===== config.mk =====
export PLATFORM = sky130hd
export DESIGN_NAME = lzmd_mask
export DESIGN_NICKNAME = d
export VERILOG_FILES = /design/src/hdl/lzmd_pkg.sv /design/src/hdl/lzmd_mask.sv
export SDC_FILE = /design/constraint.sdc
export NUM_CORES = 2
export LEC_CHECK = 0
export BUFFER_PORTS_ARGS = -buffer_cell sky130_fd_sc_hd__clkbuf_2
export CAP_MARGIN = 5
export CORE_MARGIN = 2
export CORE_UTILIZATION = 35
export DETAILED_ROUTE_END_ITERATION = 6
export PLACE_DENSITY = 0.56
export SLEW_MARGIN = 10
export SYNTH_ARGS = -nofsm -noshare
export SYNTH_HDL_FRONTEND = slang
export SYNTH_SLANG_ARGS = --single-unit

===== constraint.sdc =====
create_clock -name clk -period 9.14 [get_ports clk]
set_input_delay 2.742 -clock clk [delete_from_list [all_inputs] [get_ports clk]]
set_output_delay 2.742 -clock clk [all_outputs]
set_load 0.02 [all_outputs]

===== src/hdl/lzmd_pkg.sv =====
package lzmd_pkg;

    localparam logic [63:0] MIX_GOLDEN = 64'h9E37_79B9_7F4A_7C15;
    localparam logic [63:0] MIX_MUL1   = 64'hBF58_476D_1CE4_E5B9;
    localparam logic [63:0] MIX_MUL2   = 64'h94D0_49BB_1331_11EB;

    localparam logic [31:0] FNV_BASIS = 32'd2166136261;
    localparam logic [31:0] FNV_PRIME = 32'd16777619;

    localparam int CFG_DATA_W  = 64;
    localparam int CFG_INDEX_W = 2;

    localparam logic [CFG_INDEX_W-1:0] CFG_NONCE        = 2'd0;
    localparam logic [CFG_INDEX_W-1:0] CFG_CAPACITY     = 2'd1;
    localparam logic [CFG_INDEX_W-1:0] CFG_SOURCE_HASH  = 2'd2;
    localparam logic [CFG_INDEX_W-1:0] CFG_PAYLOAD_HASH = 2'd3;

    typedef struct packed {
        logic [7:0]  out_byte;
        logic        is_data;
        logic        run_last;
        logic        stream_end;
        logic        status;
        logic [31:0] total_out;
    } out_word_t;

    function automatic logic [31:0] fnv_step(input logic [31:0] h, input logic [7:0] b);
        logic [63:0] p;
        p = 64'(h ^ {24'd0, b}) * 64'(FNV_PRIME);
        return p[31:0];
    endfunction

endpackage


===== src/hdl/lzmd_mask.sv =====
module lzmd_mask (
    input  logic        clk,
    input  logic        rst_n,
    input  logic        start,
    input  logic [63:0] key,
    input  logic [31:0] pos,
    output logic        done,
    output logic [7:0]  mask
);
    import lzmd_pkg::*;

    logic        run_reg, run_next;
    logic [1:0]  phase_reg, phase_next;
    logic [1:0]  sub_reg, sub_next;
    logic [63:0] v_reg, v_next;
    logic [63:0] acc_reg, acc_next;
    logic [63:0] prod_reg, prod_next;
    logic        done_reg, done_next;
    logic [7:0]  mask_reg, mask_next;

    logic [63:0] k;
    logic [31:0] mul_a, mul_b;
    logic [31:0] hi_sum;
    logic [63:0] r, t;

    always_comb
    begin
        case (phase_reg)
            2'd2:    k = MIX_MUL2;
            default: k = MIX_MUL1;
        endcase
        mul_a = (sub_reg == 2'd2) ? v_reg[63:32] : v_reg[31:0];
        mul_b = (sub_reg == 2'd1) ? k[63:32] : k[31:0];
        prod_next = 64'(mul_a) * 64'(mul_b);
        hi_sum = acc_reg[63:32] + prod_reg[31:0];
        r = {hi_sum, acc_reg[31:0]};

        run_next   = run_reg;
        phase_next = phase_reg;
        sub_next   = sub_reg;
        v_next     = v_reg;
        acc_next   = acc_reg;
        done_next  = 1'b0;
        mask_next  = mask_reg;
        t          = r;

        if (start)
        begin
            run_next   = 1'b1;
            phase_next = 2'd0;
            sub_next   = 2'd0;
            v_next     = {32'd0, pos};
        end
        else if (run_reg)
        begin
            sub_next = sub_reg + 2'd1;
            case (sub_reg)
                2'd1:    acc_next = prod_reg;
                2'd2:    acc_next = r;
                2'd3:
                begin
                    case (phase_reg)
                        2'd0:
                        begin
                            t = key ^ (MIX_GOLDEN + r);
                            v_next = t ^ (t >> 30);
                            phase_next = 2'd1;
                        end
                        2'd1:
                        begin
                            v_next = t ^ (t >> 27);
                            phase_next = 2'd2;
                        end
                        default:
                        begin
                            v_next = t ^ (t >> 31);
                            mask_next = v_next[7:0];
                            done_next = 1'b1;
                            run_next = 1'b0;
                        end
                    endcase
                end
                default: ;
            endcase
        end
    end

    always_ff @(posedge clk or negedge rst_n)
    begin
        if (!rst_n)
        begin
            run_reg   <= 1'b0;
            phase_reg <= 2'd0;
            sub_reg   <= 2'd0;
            done_reg  <= 1'b0;
        end
        else
        begin
            run_reg   <= run_next;
            phase_reg <= phase_next;
            sub_reg   <= sub_next;
            done_reg  <= done_next;
        end
    end

    always_ff @(posedge clk)
    begin
        v_reg    <= v_next;
        acc_reg  <= acc_next;
        prod_reg <= prod_next;
        mask_reg <= mask_next;
    end

    assign done = done_reg;
    assign mask = mask_reg;
endmodule

## Word level (Yosys, flattened, before mapping)

Cells that the tools add are included.

- Multiplexer cells: 22
- Reductions and logical operators: 12
- Bitwise operators: 7
- Multiply operators: 1
- Equality and inequality tests: 5
- Add/sub/neg operators: 3

Operator list:

| kind | number |
|---|---|
| 64-bit case mux with 2 select lines | 2 |
| 32-bit two-way mux | 5 |
| 64-bit adder, first input constant | 1 |
| 32-bit by 32-bit multiplier with 64-bit output | 1 |
| 64-bit by 33-bit bitwise XOR with 64-bit output | 1 |
| 64-bit by 34-bit bitwise XOR with 64-bit output | 1 |
| 64-bit by 37-bit bitwise XOR with 64-bit output | 1 |
| 64-bit bitwise XOR | 1 |
| 62-bit two-way mux | 1 |
| 32-bit adder | 1 |
| 2-bit two-way mux | 5 |
| 1-bit two-way mux | 8 |
| 4-bit AND reduction | 2 |
| 2-bit == test, second input constant | 3 |
| 3-bit AND reduction | 2 |
| 2-bit nonzero test | 3 |
| 2-bit by 1-bit == test with 1-bit output, second input constant | 2 |
| 2-bit case mux with 2 select lines | 1 |
| 2-bit AND reduction | 2 |
| 1-bit NOT | 3 |
| 3-bit nonzero test | 1 |
| 2-bit by 1-bit adder with 2-bit output, second input constant | 1 |
| 2-bit zero test | 1 |
| 2-bit OR reduction | 1 |

- Bits of input ports: 99
- Logic and storage cells: 60
- Flip-flop bits (word level): 206
- Output and inout bits: 9

## Longest topological paths before layout

- Depth after elaboration: 8
- Mapped depth: 39
- Mapped depth without buffers: 34

## Least setup slack after synthesis

Ideal clock, no wire load.

- Path type: reg-to-reg
- From: reg phase_reg[1]
- To: reg prod_reg[59]
- Stages on the path, launching flop included: 33
- Setup time: 106 ps
- Required time: 9,034 ps
- Data arrival time: 8,904 ps
- Path slack: 130 ps
- Buffers on the path: 6
- Period minus slack after synthesis: 9,010 ps
- Path through: dfrtp_1 > clkbuf_1 > inv_1 > clkbuf_1 > nor2_1 > clkbuf_1 > clkbuf_1 > inv_1 > ha_1 > clkbuf_1 > clkbuf_1 > nor2_1 > fa_1 > fa_1 > fa_1 > inv_1 > fa_1 > inv_1 > fa_1 > fa_1 > fa_1 > fa_1 > ha_1 > a21o_1 > a21oi_1 > o31ai_1 > a221oi_1 > nand2_1 > a311oi_1 > o31a_1 > o31a_1 > o21a_1 > o311ai_0

- Longest elaborated chain between the ends: 4

Ends and longest elaborated chain:

| what | line | text |
|---|---|---|
| from (decl) | lzmd_mask.sv:13 | `logic [1:0] phase_reg, phase_next;` |
| from (signal assigned) | lzmd_mask.sv:100 | `phase_reg <= phase_next;` |
| 2-bit == test | lzmd_mask.sv:28 | `case (phase_reg)` |
| 62-bit two-way mux | lzmd_mask.sv:28 |  |
| 32-bit two-way mux | lzmd_mask.sv:33 | `mul_b = (sub_reg == 2'd1) ? k[63:32] : k[31:0];` |
| 32-bit by 32-bit multiplier with 64-bit output | lzmd_mask.sv:34 | `prod_next = 64'(mul_a) * 64'(mul_b);` |
| net prod_next[59] | lzmd_mask.sv:17 | `logic [63:0] prod_reg, prod_next;` |
| to (signal assigned) | lzmd_mask.sv:110 | `prod_reg <= prod_next;` |
| to (decl) | lzmd_mask.sv:17 |  |

The timed path passes the listed nets, and every way through them passes these cells.
A chain may end at the register's enable or synchronous reset.

## Worst setup path after layout

- From: reg sub_reg[0]
- To: reg prod_reg[34]

- Longest elaborated chain between the ends: 3
- Elaborated cells between the ends (all ways): 5
- Classes of those cells: mul (1); eq/ne (2); mux (2)

Ends and longest elaborated chain:

| what | line | text |
|---|---|---|
| from (decl) | lzmd_mask.sv:14 | `logic [1:0] sub_reg, sub_next;` |
| from (signal assigned) | lzmd_mask.sv:101 | `sub_reg <= sub_next;` |
| 2-bit == test or 2-bit by 1-bit == test with 1-bit output (tied branches) | lzmd_mask.sv:32, lzmd_mask.sv:33 |  |
| 32-bit two-way mux, on equally long branches | lzmd_mask.sv:32, lzmd_mask.sv:33 |  |
| 32-bit by 32-bit multiplier with 64-bit output (*) | lzmd_mask.sv:34 |  |
| net prod_next[34] | lzmd_mask.sv:17 |  |

The timed path passes the listed nets; every way through them passes the cells marked *.

==> results.sh <==
export IMPL_core_area_um2=122000
export IMPL_holdPathStages=2
export IMPL_yosysSeqAreaShare=0.121
export IMPL_synth_nets=5778
export IMPL_cp_end_kind="register"
export IMPL_cts_root_buf="clkbuf_16"
export IMPL_hold_violations=0
export IMPL_cp_slowest_cell="fa_1"
export IMPL_finalInstanceArea_um2=47300
export IMPL_synth_area_leaders="fa_1 (37%), ha_1 (11%), inv_1 (8.8%)"
export IMPL_dr_total_vias=32285
export IMPL_cts_inserted_buffers=20
export IMPL_die_w_um=355
export IMPL_firstDrtPassIters=5
export IMPL_drive_above_1_share=0.0988
export IMPL_yosysWarnings=0
export IMPL_fin_crit_sh=0.970
export IMPL_htree_levels=1
export IMPL_grt_pass1_wl_um=218000
export IMPL_ioPinCount=108
export IMPL_synth_top_flop_cell="edfxtp_1"
export IMPL_rows=128
export IMPL_worstPathArrival_ns=9.23
export IMPL_drt_initial_drc_count=2866
export IMPL_cpPeakStageDelay_ns=0.55
export IMPL_rrSetupSlack_ns=0.28
export IMPL_pre_cts_ws_ns=0.152
export IMPL_min_from="v_reg[51]"
export IMPL_crit_path_start="sub_reg[0]"
export IMPL_required_ns=9.51
export IMPL_grt_use_total=0.238
export IMPL_worstReg2RegStart="sub_reg[0]"
export IMPL_ys_types=97
export IMPL_clk_latency_ns=0.53
export IMPL_numPortBuffers=107
export IMPL_grt_pass1_vias=32956
export IMPL_hold_path_class="reg2reg"
export IMPL_clk_path_buf_depth=3
export IMPL_worst_pin_slew_ns=1.21
export IMPL_skew_ns=0.0244
export IMPL_finalSetupViolCount=0
export IMPL_final_cells=6293
export IMPL_worst_r2r_cell_count=28
export IMPL_syn2layout_area_growth_pct=9.93
export IMPL_crit_path_frequent_cell="fa_1"
export IMPL_synth_top_area_frac=0.373
export IMPL_viasPerCell=5.13
export IMPL_yosys_register_bits=206
export IMPL_slew_violations=0
export IMPL_cp_max_fo=12
export IMPL_gp_congestion=0.959
export IMPL_start_util=0.353
export IMPL_path_class="reg2reg"
export IMPL_setup_slack_ns=0.277
export IMPL_drc_errors=0
export IMPL_hold_path_endpoint="v_reg[51]"
export IMPL_clock_sinks=206
export IMPL_cts_tree="done"
export IMPL_r2r_end="prod_reg[34]"
export IMPL_max_slew_margin=0.186
export IMPL_postRouteAntennaNets=0
export IMPL_wirelength_um=150000
export IMPL_synthCells=4485
export IMPL_dpl_cell_area_um2=46500
export IMPL_async_flop_share=0.0291
export IMPL_start_kind="register"
export IMPL_cap_violations=0
export IMPL_outcome="complete, no violations"
export IMPL_grt_max_degree=43
export IMPL_synthesis_area_um2=43000
export IMPL_synth_edf_count=104
export IMPL_wl_per_cell_um=23.9
export IMPL_path_clk_slew_ns=0.07
export IMPL_nNetsFinal=5943
export IMPL_grt_overflow_total=0
export IMPL_dieArea_um2=126000
export IMPL_dp_cells=6246
export IMPL_fin_crit_ns=8.86
export IMPL_max_freq_mhz=113
export IMPL_die_h_um=355
export IMPL_yosysTopAreaCell="fa_1"
export IMPL_synth_area_per_cell_um2=9.59
export IMPL_dp_hpwl_um=130000
export IMPL_antenna_found_initial=9
worst max-delay path by stage:
stage	to	slack, ns
4_1_cts	prod_reg[59]	0.07
6_report	prod_reg[34]	0.28
3_5_place_dp	prod_reg[59]	0.15
3_3_place_gp	prod_reg[59]	0.17
2_1_floorplan	prod_reg[59]	0.13
5_1_grt	prod_reg[62]	-0.007
kinds of logic after synthesis:
family / after synthesis / share of synthesized area
buffers and inverters: 1180 / 0.104
adder cells (fa/ha/maj): 1194 / 0.487
AO/OA/AOI/OAI: 579 / 0.0930
flip-flops: 206 / 0.121
AND/OR/NAND/NOR: 925 / 0.108
XOR/XNOR: 325 / 0.0687
multiplexers: 76 / 0.0193
stage by stage:
step            util  setup TNS, ns  hold WS [ns]
2_1_floorplan      -              0         0.420
3_3_place_gp   0.382              0         0.435
3_5_place_dp   0.382              0         0.444
4_1_cts        0.387              0         0.453
5_1_grt        0.388        -0.0136         0.489
6_report       0.388              0         0.452
what timing repair did:
item	in CTS	in global routing
hold buffers	0	0
endpoints found under the setup margin	0	17
gates resized for setup	0	20
buffers inserted	0	7
worst max-delay path, delay by kind of cell, from the launching register on:
family | cells | cell delay (ns)
buf+inv | 6 | 0.78
fa+ha+maj | 10 | 4.26
compound gates | 5 | 0.97
xor+xnor | 1 | 0.45
flops | 1 | 0.45
mux | 1 | 0.51
simple gates | 5 | 1.25
cells in the mapped netlist, drive strengths merged (7+ instances only):
| cell | count |
|---|---|
| a31oi | 17 |
| mux2 | 55 |
| o21ai | 97 |
| a311oi | 9 |
| nor3 | 25 |
| nand3b | 7 |
| mux2i | 21 |
| a21o | 90 |
| xnor3 | 8 |
| or2 | 26 |
| a221oi | 22 |
| a21boi | 8 |
| and2 | 96 |
| fa | 801 |
| nand2 | 210 |
| a2bb2oi | 8 |
| o31ai | 12 |
| nor2b | 59 |
| o211a | 7 |
| dfxtp | 96 |
| or3 | 17 |
| o211ai | 18 |
| o221ai | 10 |
| buf | 20 |
| and3 | 24 |
| ha | 393 |
| o21a | 22 |
| a21oi | 136 |
| clkbuf | 143 |
| o2111ai | 9 |
| nand3 | 43 |
| nand4 | 15 |
| o21bai | 24 |
| a211oi | 32 |
| edfxtp | 104 |
| o22ai | 7 |
| xor2 | 98 |
| nand2b | 102 |
| xnor2 | 219 |
| nor2 | 263 |
| o31a | 7 |
| inv | 1012 |
layer usage:
metal,part of all wire,wire (um),track usage,up-vias
li1,-,-,-,14388
met1,0.44,65600,0.335,16466
met2,0.45,67400,0.370,1222
met3,0.077,11600,0.0417,207
met4,0.038,5660,0.0755,2
met5,0.000060,9,0,-
final cells by class:
class / instances / area (um^2)
Multi-Input combinational cell: 3099 / 33500
Tap cell: 1625 / 2030
Antenna cell: 4 / 10.0
Clock inverter: 9 / 66.3
Fill cell: 12299 / 74600
Inverter: 1017 / 3830
Clock buffer: 27 / 578
Sequential cell: 206 / 5190
Timing Repair Buffer: 306 / 2120
cell usage in the layout, fill, tap and decap left out, types with 25 or more instances in the layout:
cell type  count
nand3_1       43
ha_1         389
a21o_1        90
xor2_1        98
nor2_1       261
buf_4        190
dfxtp_1       96
mux2_2        53
xnor2_1      218
a21oi_1      132
a211oi_1      31
or2_2         26
inv_1       1008
edfxtp_1     104
and2_1        94
nor3_1        25
nor2b_1       59
nand2_1      209
o21ai_0       92
clkbuf_2     107
fa_1         801
nand2b_1     102
Power is not shown: default switching activity piles up to over one toggle a cycle in this logic, so the estimate is an artifact.
